## config.mk

```make
export PLATFORM = sky130hd
export DESIGN_NAME = rc_pulse_width_calibrator_core
export DESIGN_NICKNAME = d
export VERILOG_FILES = /design/src/rtl/rpwc_pkg.sv /design/src/rtl/rpwc_queue.sv /design/src/rtl/rpwc_front.sv /design/src/rtl/rpwc_back.sv /design/src/rtl/rc_pulse_width_calibrator_core.sv
export SDC_FILE = /design/constraint.sdc
export NUM_CORES = 1
export LEC_CHECK = 0
export BUFFER_PORTS_ARGS = -buffer_cell sky130_fd_sc_hd__buf_4
export CORE_MARGIN = 8
export CORE_UTILIZATION = 45
export CTS_CLUSTER_SIZE = 12
export DETAILED_ROUTE_END_ITERATION = 7
export PLACE_DENSITY = 0.67
export SLEW_MARGIN = 20
export SYNTH_ARGS = -nofsm -noshare
export SYNTH_HDL_FRONTEND = slang
export SYNTH_SLANG_ARGS = --single-unit
```

## constraint.sdc

```tcl
create_clock -name clk -period 11.95 [get_ports clk]
set_clock_uncertainty 0.1 [all_clocks]
set_input_delay 2.39 -clock clk [delete_from_list [all_inputs] [get_ports clk]]
set_output_delay 2.39 -clock clk [all_outputs]
set_load 0.005 [all_outputs]
```

## src/rtl/rpwc_pkg.sv

```systemverilog
package rpwc_pkg;

  // measurement widths
  localparam int COUNT_BITS     = 12;
  localparam int GAIN_FRAC_BITS = 16;
  localparam int GAIN_W         = 20;
  localparam int W_W            = 13;
  localparam int POS_W          = 10;

  // fixed numbers of the calibration
  localparam int PULSE_BASE = 1000;
  localparam int CAL_MARGIN = 50;
  localparam int CAL_SPAN   = 1100;
  localparam int POS_MAX    = 1000;
  localparam int OFFSET_RST = 1000;
  localparam int W_MAX      = (1 << (W_W - 1)) - 1;
  localparam int W_MIN      = -(1 << (W_W - 1));

  // derived widths
  localparam int SAT_W     = (COUNT_BITS + 2 > W_W + 2) ? COUNT_BITS + 2 : W_W + 2;
  localparam int DIFF_W    = W_W + 1;
  localparam int PROD_W    = W_W + GAIN_W;
  localparam int SPAN_BITS = $clog2(CAL_SPAN + 1);
  localparam int DIV_W     = SPAN_BITS + GAIN_FRAC_BITS;
  localparam int DIV_CNT_W = $clog2(DIV_W);
  localparam int QW        = (DIV_W > GAIN_W) ? DIV_W : GAIN_W;

  localparam logic [GAIN_W-1:0] GAIN_MAX = {GAIN_W{1'b1}};
  localparam logic [GAIN_W-1:0] GAIN_RST = GAIN_W'(1) << GAIN_FRAC_BITS;
  localparam logic [DIV_W-1:0]  DIVIDEND = DIV_W'(CAL_SPAN) << GAIN_FRAC_BITS;

  // item queue depth between front and back
  localparam int Q_DEPTH = 2;
  localparam int Q_PTR_W = $clog2(Q_DEPTH);
  localparam int Q_CNT_W = $clog2(Q_DEPTH + 1);

  // input commands
  typedef enum logic [1:0] {
    CMD_TICK   = 2'd0,
    CMD_FINISH = 2'd1,
    CMD_LOAD   = 2'd2,
    CMD_NONE   = 2'd3
  } cmd_t;

  // configuration register indexes
  typedef enum logic [1:0] {
    CFG_CALIB  = 2'd0,
    CFG_OFFSET = 2'd1,
    CFG_GAIN   = 2'd2
  } cfg_idx_t;

  // work item handed from front to back (tick means falling edge)
  typedef struct packed {
    cmd_t                  op;
    logic signed [W_W-1:0] width;
  } q_entry_t;

  // configuration seen by the back end
  typedef struct packed {
    logic                  calib_mode;
    logic signed [W_W-1:0] preset_offset;
    logic [GAIN_W-1:0]     preset_gain;
  } cfg_t;

  // saturate a wide signed value to the width range
  function automatic logic signed [W_W-1:0] sat_w(input logic signed [SAT_W-1:0] v);
    logic signed [SAT_W-1:0] hi;
    logic signed [SAT_W-1:0] lo;
    hi = SAT_W'(W_MAX);
    lo = SAT_W'(W_MIN);
    if (v > hi) begin
      sat_w = W_W'(W_MAX);
    end else if (v < lo) begin
      sat_w = W_W'(W_MIN);
    end else begin
      sat_w = v[W_W-1:0];
    end
  endfunction

endpackage

```

## src/rtl/rpwc_queue.sv

```systemverilog
module rpwc_queue (
  input  logic                clk,
  input  logic                rst_n,
  input  logic                push,
  input  rpwc_pkg::q_entry_t  push_data,
  input  logic                pop,
  output rpwc_pkg::q_entry_t  head,
  output logic                full,
  output logic                empty
);

  rpwc_pkg::q_entry_t                 mem_r [rpwc_pkg::Q_DEPTH];
  logic [rpwc_pkg::Q_PTR_W-1:0]       wr_ptr_r, wr_ptr_nxt;
  logic [rpwc_pkg::Q_PTR_W-1:0]       rd_ptr_r, rd_ptr_nxt;
  logic [rpwc_pkg::Q_CNT_W-1:0]       cnt_r, cnt_nxt;

  assign full  = (cnt_r == rpwc_pkg::Q_CNT_W'(rpwc_pkg::Q_DEPTH));
  assign empty = (cnt_r == '0);
  assign head  = mem_r[rd_ptr_r];

  // pointer and fill count
  always_comb begin
    wr_ptr_nxt = wr_ptr_r;
    rd_ptr_nxt = rd_ptr_r;
    cnt_nxt    = cnt_r;
    if (push) begin
      wr_ptr_nxt = (wr_ptr_r == rpwc_pkg::Q_PTR_W'(rpwc_pkg::Q_DEPTH - 1)) ? '0
                                                                            : wr_ptr_r + 1'b1;
    end
    if (pop) begin
      rd_ptr_nxt = (rd_ptr_r == rpwc_pkg::Q_PTR_W'(rpwc_pkg::Q_DEPTH - 1)) ? '0
                                                                            : rd_ptr_r + 1'b1;
    end
    if (push && !pop) begin
      cnt_nxt = cnt_r + 1'b1;
    end else if (pop && !push) begin
      cnt_nxt = cnt_r - 1'b1;
    end
  end

  always_ff @(posedge clk) begin
    if (!rst_n) begin
      wr_ptr_r <= '0;
      rd_ptr_r <= '0;
      cnt_r    <= '0;
    end else begin
      wr_ptr_r <= wr_ptr_nxt;
      rd_ptr_r <= rd_ptr_nxt;
      cnt_r    <= cnt_nxt;
    end
  end

  // entry storage
  always_ff @(posedge clk) begin
    if (push) begin
      mem_r[wr_ptr_r] <= push_data;
    end
  end

endmodule

```

## src/rtl/rpwc_front.sv

```systemverilog
module rpwc_front (
  input  logic                clk,
  input  logic                rst_n,
  input  logic                in_accept,
  input  logic [1:0]          command,
  input  logic                pin_level,
  output logic                push,
  output rpwc_pkg::q_entry_t  push_data
);

  localparam logic [rpwc_pkg::COUNT_BITS-1:0] CMAX = {rpwc_pkg::COUNT_BITS{1'b1}};

  rpwc_pkg::cmd_t                     cmd;
  logic                               pin_prev_r, pin_prev_nxt;
  logic [rpwc_pkg::COUNT_BITS-1:0]    count_r, count_nxt;
  logic signed [rpwc_pkg::SAT_W-1:0]  width_wide;

  assign cmd = rpwc_pkg::cmd_t'(command);

  // width of the finished pulse, before saturation
  assign width_wide = $signed(rpwc_pkg::SAT_W'(count_r)) - rpwc_pkg::SAT_W'(rpwc_pkg::PULSE_BASE);

  // classify the item: edge, finish, load or nothing
  always_comb begin
    pin_prev_nxt    = pin_prev_r;
    count_nxt       = count_r;
    push            = 1'b0;
    push_data.op    = cmd;
    push_data.width = rpwc_pkg::sat_w(width_wide);
    if (in_accept) begin
      case (cmd)
        rpwc_pkg::CMD_TICK: begin
          if (pin_level && !pin_prev_r) begin
            count_nxt    = rpwc_pkg::COUNT_BITS'(1);
            pin_prev_nxt = 1'b1;
          end else if (pin_level) begin
            if (count_r != CMAX) begin
              count_nxt = count_r + 1'b1;
            end
          end else if (pin_prev_r) begin
            pin_prev_nxt = 1'b0;
            push         = 1'b1;
          end
        end
        rpwc_pkg::CMD_FINISH: push = 1'b1;
        rpwc_pkg::CMD_LOAD:   push = 1'b1;
        default:              push = 1'b0;
      endcase
    end
  end

  always_ff @(posedge clk) begin
    if (!rst_n) begin
      pin_prev_r <= 1'b0;
      count_r    <= '0;
    end else begin
      pin_prev_r <= pin_prev_nxt;
      count_r    <= count_nxt;
    end
  end

endmodule

```

## src/rtl/rpwc_back.sv

```systemverilog
module rpwc_back (
  input  logic                                clk,
  input  logic                                rst_n,
  input  rpwc_pkg::cfg_t                      cfg,
  input  rpwc_pkg::q_entry_t                  head,
  input  logic                                q_empty,
  output logic                                pop,
  output logic                                out_valid,
  input  logic                                out_ready,
  output logic [rpwc_pkg::POS_W-1:0]          out_position,
  output logic signed [rpwc_pkg::W_W-1:0]     out_width
);

  typedef enum logic [4:0] {
    S_IDLE  = 5'b00001,
    S_FDIFF = 5'b00010,
    S_DIV   = 5'b00100,
    S_MUL   = 5'b01000,
    S_POS   = 5'b10000
  } state_t;

  localparam int PH_W = rpwc_pkg::PROD_W - rpwc_pkg::GAIN_FRAC_BITS;

  state_t                                 state_r, state_nxt;
  logic signed [rpwc_pkg::W_W-1:0]        wmin_r, wmin_nxt;
  logic signed [rpwc_pkg::W_W-1:0]        wmax_r, wmax_nxt;
  logic signed [rpwc_pkg::W_W-1:0]        offset_r, offset_nxt;
  logic [rpwc_pkg::GAIN_W-1:0]            gain_r, gain_nxt;
  logic signed [rpwc_pkg::W_W-1:0]        width_r, width_nxt;
  logic signed [rpwc_pkg::DIFF_W-1:0]     diff_r, diff_nxt;
  logic [rpwc_pkg::PROD_W-1:0]            prod_r, prod_nxt;
  logic                                   pzero_r, pzero_nxt;
  logic [rpwc_pkg::W_W-1:0]               divisor_r, divisor_nxt;
  logic [rpwc_pkg::W_W-1:0]               rem_r, rem_nxt;
  logic [rpwc_pkg::DIV_W-1:0]             quo_r, quo_nxt;
  logic [rpwc_pkg::DIV_CNT_W-1:0]         dcnt_r, dcnt_nxt;
  logic                                   oval_r, oval_nxt;
  logic [rpwc_pkg::POS_W-1:0]             opos_r, opos_nxt;
  logic signed [rpwc_pkg::W_W-1:0]        owid_r, owid_nxt;

  logic signed [rpwc_pkg::SAT_W-1:0]      min_plus;
  logic signed [rpwc_pkg::DIFF_W-1:0]     fdiff;
  logic [rpwc_pkg::W_W+1:0]               trial;
  logic [rpwc_pkg::DIV_W-1:0]             quo_step;
  logic [rpwc_pkg::QW-1:0]                quo_ext;
  logic [PH_W-1:0]                        pos_hi;
  logic                                   out_free;

  assign out_free     = !oval_r || out_ready;
  assign out_valid    = oval_r;
  assign out_position = opos_r;
  assign out_width    = owid_r;

  // arithmetic feeding the sequencer
  assign min_plus = $signed(rpwc_pkg::SAT_W'(wmin_r)) + rpwc_pkg::SAT_W'(rpwc_pkg::CAL_MARGIN);
  assign fdiff    = rpwc_pkg::DIFF_W'(wmax_r) - rpwc_pkg::DIFF_W'(offset_r);
  assign trial    = {1'b0, rem_r, quo_r[rpwc_pkg::DIV_W-1]} - {2'b00, divisor_r};
  assign quo_step = {quo_r[rpwc_pkg::DIV_W-2:0], ~trial[rpwc_pkg::W_W+1]};
  assign quo_ext  = rpwc_pkg::QW'(quo_step);
  assign pos_hi   = prod_r[rpwc_pkg::PROD_W-1:rpwc_pkg::GAIN_FRAC_BITS];

  // sequencer: edge items go through multiply and clamp, finish through the divider
  always_comb begin
    state_nxt   = state_r;
    wmin_nxt    = wmin_r;
    wmax_nxt    = wmax_r;
    offset_nxt  = offset_r;
    gain_nxt    = gain_r;
    width_nxt   = width_r;
    diff_nxt    = diff_r;
    prod_nxt    = prod_r;
    pzero_nxt   = pzero_r;
    divisor_nxt = divisor_r;
    rem_nxt     = rem_r;
    quo_nxt     = quo_r;
    dcnt_nxt    = dcnt_r;
    oval_nxt    = oval_r && !out_ready;
    opos_nxt    = opos_r;
    owid_nxt    = owid_r;
    pop         = 1'b0;
    case (state_r)
      S_IDLE: begin
        if (!q_empty) begin
          pop = 1'b1;
          case (head.op)
            rpwc_pkg::CMD_TICK: begin
              if (cfg.calib_mode) begin
                if (head.width > wmax_r) begin
                  wmax_nxt = head.width;
                end
                if (head.width < wmin_r) begin
                  wmin_nxt = head.width;
                end
              end
              width_nxt = head.width;
              diff_nxt  = rpwc_pkg::DIFF_W'(head.width) - rpwc_pkg::DIFF_W'(offset_r);
              state_nxt = S_MUL;
            end
            rpwc_pkg::CMD_FINISH: begin
              offset_nxt = rpwc_pkg::sat_w(min_plus);
              state_nxt  = S_FDIFF;
            end
            rpwc_pkg::CMD_LOAD: begin
              offset_nxt = cfg.preset_offset;
              gain_nxt   = cfg.preset_gain;
            end
            default: pop = 1'b1;
          endcase
        end
      end
      S_FDIFF: begin
        if (fdiff <= 0) begin
          gain_nxt  = rpwc_pkg::GAIN_MAX;
          state_nxt = S_IDLE;
        end else begin
          divisor_nxt = fdiff[rpwc_pkg::W_W-1:0];
          rem_nxt     = '0;
          quo_nxt     = rpwc_pkg::DIVIDEND;
          dcnt_nxt    = rpwc_pkg::DIV_CNT_W'(rpwc_pkg::DIV_W - 1);
          state_nxt   = S_DIV;
        end
      end
      S_DIV: begin
        // one quotient bit a cycle
        if (!trial[rpwc_pkg::W_W+1]) begin
          rem_nxt = trial[rpwc_pkg::W_W-1:0];
        end else begin
          rem_nxt = {rem_r[rpwc_pkg::W_W-2:0], quo_r[rpwc_pkg::DIV_W-1]};
        end
        quo_nxt  = quo_step;
        dcnt_nxt = dcnt_r - 1'b1;
        if (dcnt_r == '0) begin
          gain_nxt  = (quo_ext > rpwc_pkg::QW'(rpwc_pkg::GAIN_MAX)) ? rpwc_pkg::GAIN_MAX
                                                                    : quo_ext[rpwc_pkg::GAIN_W-1:0];
          state_nxt = S_IDLE;
        end
      end
      S_MUL: begin
        pzero_nxt = (diff_r <= 0);
        prod_nxt  = rpwc_pkg::PROD_W'(diff_r[rpwc_pkg::W_W-1:0]) * rpwc_pkg::PROD_W'(gain_r);
        state_nxt = S_POS;
      end
      S_POS: begin
        // clamp and hand over to the output register
        if (out_free) begin
          oval_nxt = 1'b1;
          owid_nxt = width_r;
          if (pzero_r) begin
            opos_nxt = '0;
          end else if (pos_hi > PH_W'(rpwc_pkg::POS_MAX)) begin
            opos_nxt = rpwc_pkg::POS_W'(rpwc_pkg::POS_MAX);
          end else begin
            opos_nxt = pos_hi[rpwc_pkg::POS_W-1:0];
          end
          state_nxt = S_IDLE;
        end
      end
      default: state_nxt = S_IDLE;
    endcase
  end

  // control and calibration state
  always_ff @(posedge clk) begin
    if (!rst_n) begin
      state_r  <= S_IDLE;
      wmin_r   <= rpwc_pkg::W_W'(rpwc_pkg::OFFSET_RST);
      wmax_r   <= '0;
      offset_r <= rpwc_pkg::W_W'(rpwc_pkg::OFFSET_RST);
      gain_r   <= rpwc_pkg::GAIN_RST;
      oval_r   <= 1'b0;
    end else begin
      state_r  <= state_nxt;
      wmin_r   <= wmin_nxt;
      wmax_r   <= wmax_nxt;
      offset_r <= offset_nxt;
      gain_r   <= gain_nxt;
      oval_r   <= oval_nxt;
    end
  end

  // datapath registers
  always_ff @(posedge clk) begin
    width_r   <= width_nxt;
    diff_r    <= diff_nxt;
    prod_r    <= prod_nxt;
    pzero_r   <= pzero_nxt;
    divisor_r <= divisor_nxt;
    rem_r     <= rem_nxt;
    quo_r     <= quo_nxt;
    dcnt_r    <= dcnt_nxt;
    opos_r    <= opos_nxt;
    owid_r    <= owid_nxt;
  end

endmodule

```

## src/rtl/rc_pulse_width_calibrator_core.sv

```systemverilog
// an accepted falling-edge tick reaches out_tvalid via queue, S_MUL, S_POS and output register
// throughput: up to one item per cycle is taken while the two-entry queue has room;
// the back end takes an edge through S_IDLE, S_MUL and S_POS, a load in S_IDLE and a finish
// calibration through S_IDLE, S_FDIFF and the one-bit-a-cycle divider S_DIV
// reset: rst_n is synchronous, active low; it empties the queue and output and restores
// offset 1000, gain 1.0, min 1000, max 0 and the preset registers
module rc_pulse_width_calibrator_core (
  input  logic        clk,
  input  logic        rst_n,
  // input item: [1:0] command, [2] pin_level, [7:3] zero
  input  logic        in_tvalid,
  output logic        in_tready,
  input  logic [7:0]  in_tdata,
  // result item: [9:0] position, [22:10] width, [23] zero
  output logic        out_tvalid,
  input  logic        out_tready,
  output logic [23:0] out_tdata,
  // configuration writes
  input  logic        cfg_valid,
  output logic        cfg_ready,
  input  logic [1:0]  cfg_index,
  input  logic [19:0] cfg_data
);

  rpwc_pkg::cfg_t                     cfg_r, cfg_nxt;
  rpwc_pkg::q_entry_t                 push_data;
  rpwc_pkg::q_entry_t                 head;
  logic                               q_push, q_pop, q_full, q_empty;
  logic                               in_accept;
  logic [rpwc_pkg::POS_W-1:0]         position;
  logic signed [rpwc_pkg::W_W-1:0]    width;

  assign in_tready = !q_full;
  assign in_accept = in_tvalid && in_tready;
  assign cfg_ready = 1'b1;
  assign out_tdata = {1'b0, width, position};

  // configuration registers
  always_comb begin
    cfg_nxt = cfg_r;
    if (cfg_valid) begin
      case (rpwc_pkg::cfg_idx_t'(cfg_index))
        rpwc_pkg::CFG_CALIB:  cfg_nxt.calib_mode    = cfg_data[0];
        rpwc_pkg::CFG_OFFSET: cfg_nxt.preset_offset = cfg_data[rpwc_pkg::W_W-1:0];
        rpwc_pkg::CFG_GAIN:   cfg_nxt.preset_gain   = cfg_data[rpwc_pkg::GAIN_W-1:0];
        default:              cfg_nxt = cfg_r;
      endcase
    end
  end

  always_ff @(posedge clk) begin
    if (!rst_n) begin
      cfg_r.calib_mode    <= 1'b0;
      cfg_r.preset_offset <= rpwc_pkg::W_W'(rpwc_pkg::OFFSET_RST);
      cfg_r.preset_gain   <= rpwc_pkg::GAIN_RST;
    end else begin
      cfg_r <= cfg_nxt;
    end
  end

  // pulse timing and item classification
  rpwc_front u_front (
    .clk       (clk),
    .rst_n     (rst_n),
    .in_accept (in_accept),
    .command   (in_tdata[1:0]),
    .pin_level (in_tdata[2]),
    .push      (q_push),
    .push_data (push_data)
  );

  // decoupling queue
  rpwc_queue u_queue (
    .clk       (clk),
    .rst_n     (rst_n),
    .push      (q_push),
    .push_data (push_data),
    .pop       (q_pop),
    .head      (head),
    .full      (q_full),
    .empty     (q_empty)
  );

  // calibration and position arithmetic
  rpwc_back u_back (
    .clk          (clk),
    .rst_n        (rst_n),
    .cfg          (cfg_r),
    .head         (head),
    .q_empty      (q_empty),
    .pop          (q_pop),
    .out_valid    (out_tvalid),
    .out_ready    (out_tready),
    .out_position (position),
    .out_width    (width)
  );

  // checks
  a_no_push_full: assert property (@(posedge clk) disable iff (!rst_n) q_push |-> !q_full)
    else $error("item pushed into full queue");

  a_no_pop_empty: assert property (@(posedge clk) disable iff (!rst_n) q_pop |-> !q_empty)
    else $error("item popped from empty queue");

  a_pos_range: assert property (@(posedge clk) disable iff (!rst_n)
    out_tvalid |-> (position <= rpwc_pkg::POS_W'(rpwc_pkg::POS_MAX)))
    else $error("position beyond clamp");

endmodule

```

==> run metrics, run 1 <==
Top FF cell, synth=edfxtp_1; multi-input logic area=around 0.012 mm2; vias in the first global route=15.39k; overall global routing resource usage=between 10% and 20%; Post-Route WL=approximately 46000 um; Mapped Area=around 0.021 mm2; GP Congestion=about 0.86; Clk Latency, worst-skew pair=0.59 ns; hold path startpoint=u_back.width_r[11]; antenna-violating nets left=0; final max-slew violation count=0; Pleak=9.886 nW; # DRC=0; starting density of the core=between 40 and 50%; RSZ-0062 raised after global routing=no; CTS H-tree depth=1; Reg-to-Reg End=u_back.prod_r[32]; cts repair resizes=0; dpl hpwl=around 36000 um; TNS Setup=0 ns; Post-Syn Nets=about 2.6k; First DRT Iteration DRCs=~750; CTS Buffer Depth=3; commonest non-fill, non-tap cell in the layout=inv_1; Synth warnings=0; Reg-to-Reg Start=u_back.diff_r[9]; final setup vio count=0; share of cells above drive strength 1=between 6 and 7%; Num CTS Buffers=31; post-CTS setup buffer count=0; hold path endpoint=u_back.out_width[11]; area grow syn2layout=8.739%; Gate Count Post-Synth=roughly 2.2k; Peak VDD IR=0.1140 mV; most frequent cells in the layout=inv_1 (338), nand2_1 (328), fa_1 (200); die height=between 200 and 250 um; Worst Setup End Kind=register; startpoint types=register; R2R Setup Slk=between 4 and 5 ns; final non-filler cell total=2826; via-per-instance ratio=around 5.2; Unique masters post-synth=76; Sequential Area=between 0.007 and 0.008 mm2; grt ovf=0; Syn Area/Cell=just under 10 um2; Fmax=roughly 0.14 GHz; largest net degree at the start of global routing=a little under 80; top-level port count=62; wire per inst=between 15 and 20 um; CTS clk-pin slew, worst paths=0.06 ns; Worst Path Required=12.18 ns; EDFF count, synth=roughly 160; Worst Path Arrival=about 7.3 ns; CTS tree=built; PwrDens=roughly 120 mW/mm2; final hold vios=0; Worst Max-Slew Pin Slew=between 0.8 and 0.9 ns; Hold/Removal Path Class=reg2reg; Final Power=between 2 and 3 mW; n_diodes=0; status=complete, no violations; Post-synth ARST share=0%; register area share after synthesis=33.25%; WS Path Type=reg2reg; Rel. slew slack=41.72%; register bit total from synthesis=between 200 and 300; max-cap check violation count=0; FF-to-FF path depth=19; initial antenna violation count=1; port buffer count=54; fin util=roughly 49%; final worst path period need=roughly 7.1 ns; drt pass-1 iters=6; Crit Path Max Fanout=21; cell row count=slightly below 80; Core Box Area=0.04646 mm2; Die Wd=~230 um; Clock Sinks=approximately 270; dpl cells=2768; Fillers=between 4k and 5k; hold path depth=0; via count=about 15k; global-route wire length before repair=just under 80000 um; die area=roughly 0.054 mm2; hold buffer count at cts=0; final period utilization=between 50% and 60%; Final #Nets=2580; clock root cell=clkbuf_16
## how the worst max path moves through the flow
| stage | from | to | slack (ns) | cells past startpoint |
|---|---|---|---|---|
| final | u_back.diff_r[9] | u_back.prod_r[32] | 4.84 | 19 |
| after global routing | u_back.diff_r[6] | u_back.prod_r[32] | 4.37 | 19 |
| after CTS | u_back.diff_r[6] | u_back.prod_r[32] | 4.79 | 19 |
| after detailed placement | u_back.diff_r[6] | u_back.prod_r[32] | 4.82 | 19 |
| after global placement | u_back.diff_r[9] | u_back.prod_r[32] | 4.85 | 19 |
| after floorplan | u_back.diff_r[9] | u_back.prod_r[32] | 5.86 | 20 |
## area by class of cell
class / count / area share [%]
Inverter: 339 / 5.548
Clock buffer: 42 / 3.730
Multi-Input combinational cell: 1485 / 54.21
Clock inverter: 16 / 0.5390
Timing Repair Buffer: 64 / 2.091
Sequential cell: 273 / 30.58
Tap cell: 607 / 3.305
## through the flow
step	hold WS (ns)	area [um2]	setup WS (ns)
detailed placement	0.3045	21990	4.821
finish	0.3170	22980	4.838
global placement	0.3061	21990	4.849
CTS	0.3183	22970	4.794
global route	0.3263	22980	4.366
floorplan	0.3003	21130	5.861
## critical path: stages (launching register included)
cell       delay [ns]
edfxtp_1         0.85
nand2_1          0.18
fa_1             0.57
inv_1            0.05
fa_1             0.46
fa_1             0.52
fa_1             0.54
inv_1            0.05
fa_1             0.54
inv_1            0.05
ha_1             0.31
nand2_1          0.05
o21ai_0          0.38
a2111oi_0        0.24
a2111oi_2        0.60
a31oi_1          0.27
nor2b_1          0.26
o31ai_2          0.41
nor4_1           0.10
a311o_1          0.32
## Yosys cell counts (all sizes together) (23+ instances only)
| cell | instances | area, um2 |
|---|---|---|
| xor2 | 24 | 210.2 |
| edfxtp | 156 | 4684 |
| nand3 | 45 | 225.2 |
| and2 | 138 | 863.3 |
| o221ai | 23 | 201.4 |
| fa | 200 | 4004 |
| nor2b | 26 | 162.7 |
| xnor2 | 40 | 350.3 |
| a21oi | 50 | 254.0 |
| inv | 339 | 1275 |
| dfxtp | 117 | 2342 |
| nand2 | 330 | 1241 |
| ha | 151 | 1889 |
| o21ai | 65 | 325.3 |
| nor3 | 27 | 135.1 |
| clkbuf | 86 | 322.8 |
| nor2 | 90 | 354.1 |
| a21boi | 36 | 270.3 |
| mux2i | 36 | 360.4 |
## kinds of logic (layout without fill, tap and decap cells)
group / Yosys count / count (layout) / synth area share, %
simple gates: 741 / 741 / 16.83
buf+inv: 436 / 461 / 7.904
fa+ha+maj: 351 / 351 / 27.89
compound gates: 278 / 278 / 9.047
flops: 273 / 273 / 33.25
xor+xnor: 64 / 64 / 2.652
mux: 49 / 49 / 2.398
other cells: 2 / 2 / 0.03554
## report_power, final
group          switching [mW]  internal (mW)
logic                   0.415          0.290
registers              0.0872           1.08
clock network           0.389          0.525
## sequential cells by signal, summed over array words and instances (netlist names), 2 cells and up, named ones only
signal and count:
cfg_r 34, u_queue.mem_r 30, u_back.quo_r 27, u_back.gain_r 20, u_back.prod_r 17, u_back.diff_r 14
u_back.divisor_r 13, u_back.offset_r 13, u_back.out_width 13, u_back.rem_r 13, u_back.width_r 13, u_back.wmax_r 13
u_back.wmin_r 13, u_front.count_r 12, u_back.out_position 10, u_back.dcnt_r 5, u_back.state_r 5, u_queue.cnt_r 2
## per-layer routing
layer  part of all wire, %  vias to the layer above  global-route usage [%]
met3                   4.2                       87                   2.277
li1                      -                     7177                       -
met5                 0.028                        -                       0
met4                   3.1                        2                   5.650
met2                    50                      279                   30.78
met1                    42                     7269                   21.38
Note: power is estimated with default switching activity, not from simulation.
==> inputs of run 2 (changes only) <==
==> constraint.sdc (replaced) <==
create_clock -name clk -period 7.2 [get_ports clk]
set_clock_uncertainty 0.1 [all_clocks]
set_input_delay 1.44 -clock clk [delete_from_list [all_inputs] [get_ports clk]]
set_output_delay 1.44 -clock clk [all_outputs]
set_load 0.005 [all_outputs]
==> run 2 against run 1 <==
Sequential share of layout area fell by 0.51 points. Routed wire length rose by 2.7%. Worst hold slack got worse by 0.00069 ns. Non-clock buffer count rose by 30. Cell count rose by 1.2%. Critical path depth rose by 1. Power rose by 75%. Clock power rose by 88%. Register-to-register slack got worse by 4.4 ns. Via count rose by 1.9%. Clock-buffer cell count rose by 3. Fmax rose by 5.3%.
==> run metrics, run 2 (same netlist as run 1, synthesis figures left out) <==
GP Congestion=0.8585 (about the same); Hold/Removal Path Class=reg2reg; final hold vios=0 (unchanged); status=complete, no violations; n_diodes=0 (unchanged); die height=232.7 um (unchanged); dpl hpwl=37030 um (+3.6%); CP dominant cell by count=fa_1; met3 GRT Util=2.838% (+0.56 points); Post-Route WL=47380 um (+2.7%); biggest registers after layout=cfg_r: 34 flops, u_queue.mem_r: 30 flops, u_back.quo_r: 27 flops; final setup vio count=0 (unchanged); grt ovf=0 (unchanged); antenna-violating nets left=0 (unchanged); commonest non-fill, non-tap cell in the layout=inv_1; dpl cells=2798 (+1.1%); # DRC=0 (unchanged); WS Path Type=reg2reg; share of cells above drive strength 1=8.300% (+1.5 points); drt pass-1 iters=5 (-1); Crit Path Max Fanout=14 (-33%); initial antenna violation count=0 (-1); final non-filler cell total=2860 (+1.2%); final max-slew violation count=0 (unchanged); Worst Path Arrival=6.92 ns (-0.42 ns); Die Wd=232.7 um (unchanged); Design Area, Final=0.02337 mm2 (+1.7%); hold buffer count at cts=0 (unchanged); die area=0.05415 mm2 (unchanged); wire per inst=16.57 um (+1.5%); Core Box Area=0.04646 mm2 (unchanged); slowest stage delay, CP=0.69 ns (-0.16 ns); met2 Use GR=31.82% (+1.0 points); cell row count=79 (unchanged); Area after DPL=0.02222 mm2 (+1.0%); max-cap check violation count=0 (unchanged); area grow syn2layout=10.59%; post-CTS setup buffer count=0 (unchanged); Fmax=0.1481 GHz (+5.3%); Final Power=4.863 mW (+75%); CP max-delay cell=edfxtp_1; final period utilization=93.80% (+34 points); CTS clk-pin slew, worst paths=0.06 ns (about the same); Worst Setup End Kind=register; global-route wire length before repair=78550 um (+2.1%); port buffer count=54 (unchanged); layer with the highest usage=met2; top-level port count=62 (unchanged); Peak VDD IR=0.2229 mV (+96%); Pleak=10.12 nW (+2.3%); overall global routing resource usage=17.77% (+0.52 points); Clk Latency, worst-skew pair=0.55 ns (-0.04 ns); via count=15.10k (+1.9%); Worst Path Required=7.37 ns (-4.81 ns); GR Util met1=21.77% (+0.40 points); largest net degree at the start of global routing=97 (+24%); CTS Buffer Depth=3 (unchanged); startpoint types=register; Num CTS Buffers=34 (+9.7%); CTS H-tree depth=2 (+1); most frequent cells in the layout=inv_1 (338), nand2_1 (328), fa_1 (200); RSZ-0062 raised after global routing=no; CP Cell Sequence=buf_4 > nand2_1 > fa_1 > fa_1 > inv_1 > fa_1 > fa_1 > inv_1 > fa_1 > inv_1 > ha_1 > nand2_1 > o21ai_0 > a2111oi_0 > a2111oi_2 > a31oi_1 > nor2b_1 > o31ai_2 > nor4_1 > a311o_1; FF-to-FF path depth=20 (+1); First DRT Iteration DRCs=748 (unchanged); Biggest register=cfg_r; Worst Max-Slew Pin Slew=0.9488 ns (+0.07721 ns); TNS Setup=0 ns (unchanged); clock root cell=clkbuf_16; hold path depth=0 (unchanged); CTS tree=built; Clock Sinks=273 (unchanged); cts repair resizes=0 (unchanged); vias in the first global route=15.69k (+2.0%); final worst path period need=6.754 ns (-0.3580 ns); Final #Nets=2613 (+1.3%); max reg flops=34 (unchanged); starting density of the core=45.49% (unchanged); Rel. slew slack=36.75% (-5.0 points); via-per-instance ratio=5.280 (+0.72%); PwrDens=208.1 mW/mm2 (+72%)
[run 2: cell count changes in the layout (fill, tap and decap cells not counted), moves of 2 or more]
cell	change
clkbuf_16	+3
inv_6	+3
bufinv_16	+2
clkinv_1	-2
clkinv_2	-2
buf_4	+30
[run 2: critical path: cells and delay by family, from the launching register on]
kind / cells / cell delay [ns]
compound gates: 6 / 1.91
flops: 1 / 0.69
buf+inv: 4 / 0.41
simple gates: 4 / 0.49
fa+ha+maj: 6 / 2.89
[run 2: final timing paths]
| path | end | slack (ns) | from |
|---|---|---|---|
| worst min register to register | u_back.out_width[0] | 0.32 | u_back.width_r[0] |
| worst max-delay path | u_back.prod_r[32] | 0.45 | u_back.diff_r[4] |
| worst min-delay path | u_back.out_width[0] | 0.32 | u_back.width_r[0] |
| worst max register to register | u_back.prod_r[32] | 0.45 | u_back.diff_r[4] |
[run 2: per-layer routing]
| metal | vias to the layer above | part of all wire [%] |
|---|---|---|
| met5 | - | 0 |
| met4 | 0 | 2.7 |
| met1 | 7460 | 43 |
| met3 | 92 | 3.8 |
| met2 | 311 | 51 |
| li1 | 7237 | - |
[run 2: area by class of cell]
class / instances / area, um2
repair buffers: 94 / 705.7
flip-flops and latches: 273 / 7027
inverters: 339 / 1275
fillers: 4264 / 23090
clock inverters: 17 / 215.2
clock buffers: 45 / 932.1
well taps: 607 / 759.5
multi-input cells: 1485 / 12460
[run 2: report_power, final]
| part | total, mW | switching [mW] | leakage, nW | internal [mW] |
|---|---|---|---|---|
| combinational | 1.25 | 0.746 | 7.29 | 0.500 |
| sequential | 1.90 | 0.112 | 2.26 | 1.79 |
| clock | 1.72 | 0.682 | 0.567 | 1.04 |
| total | 4.86 | 1.54 | 10.1 | 3.32 |
[run 2: metrics by stage]
| stage | utilization (%) | hold slack [ns] | worst slack, ns |
|---|---|---|---|
| 2_1_floorplan | - | 0.3003 | 1.111 |
| 3_3_place_gp | 47.83 | 0.3058 | 0.5181 |
| 3_5_place_dp | 47.83 | 0.3045 | 0.4601 |
| 4_1_cts | 50.30 | 0.3184 | 0.4428 |
| 5_1_grt | 50.31 | 0.3221 | 0.05761 |
| 6_report | 50.31 | 0.3163 | 0.4461 |
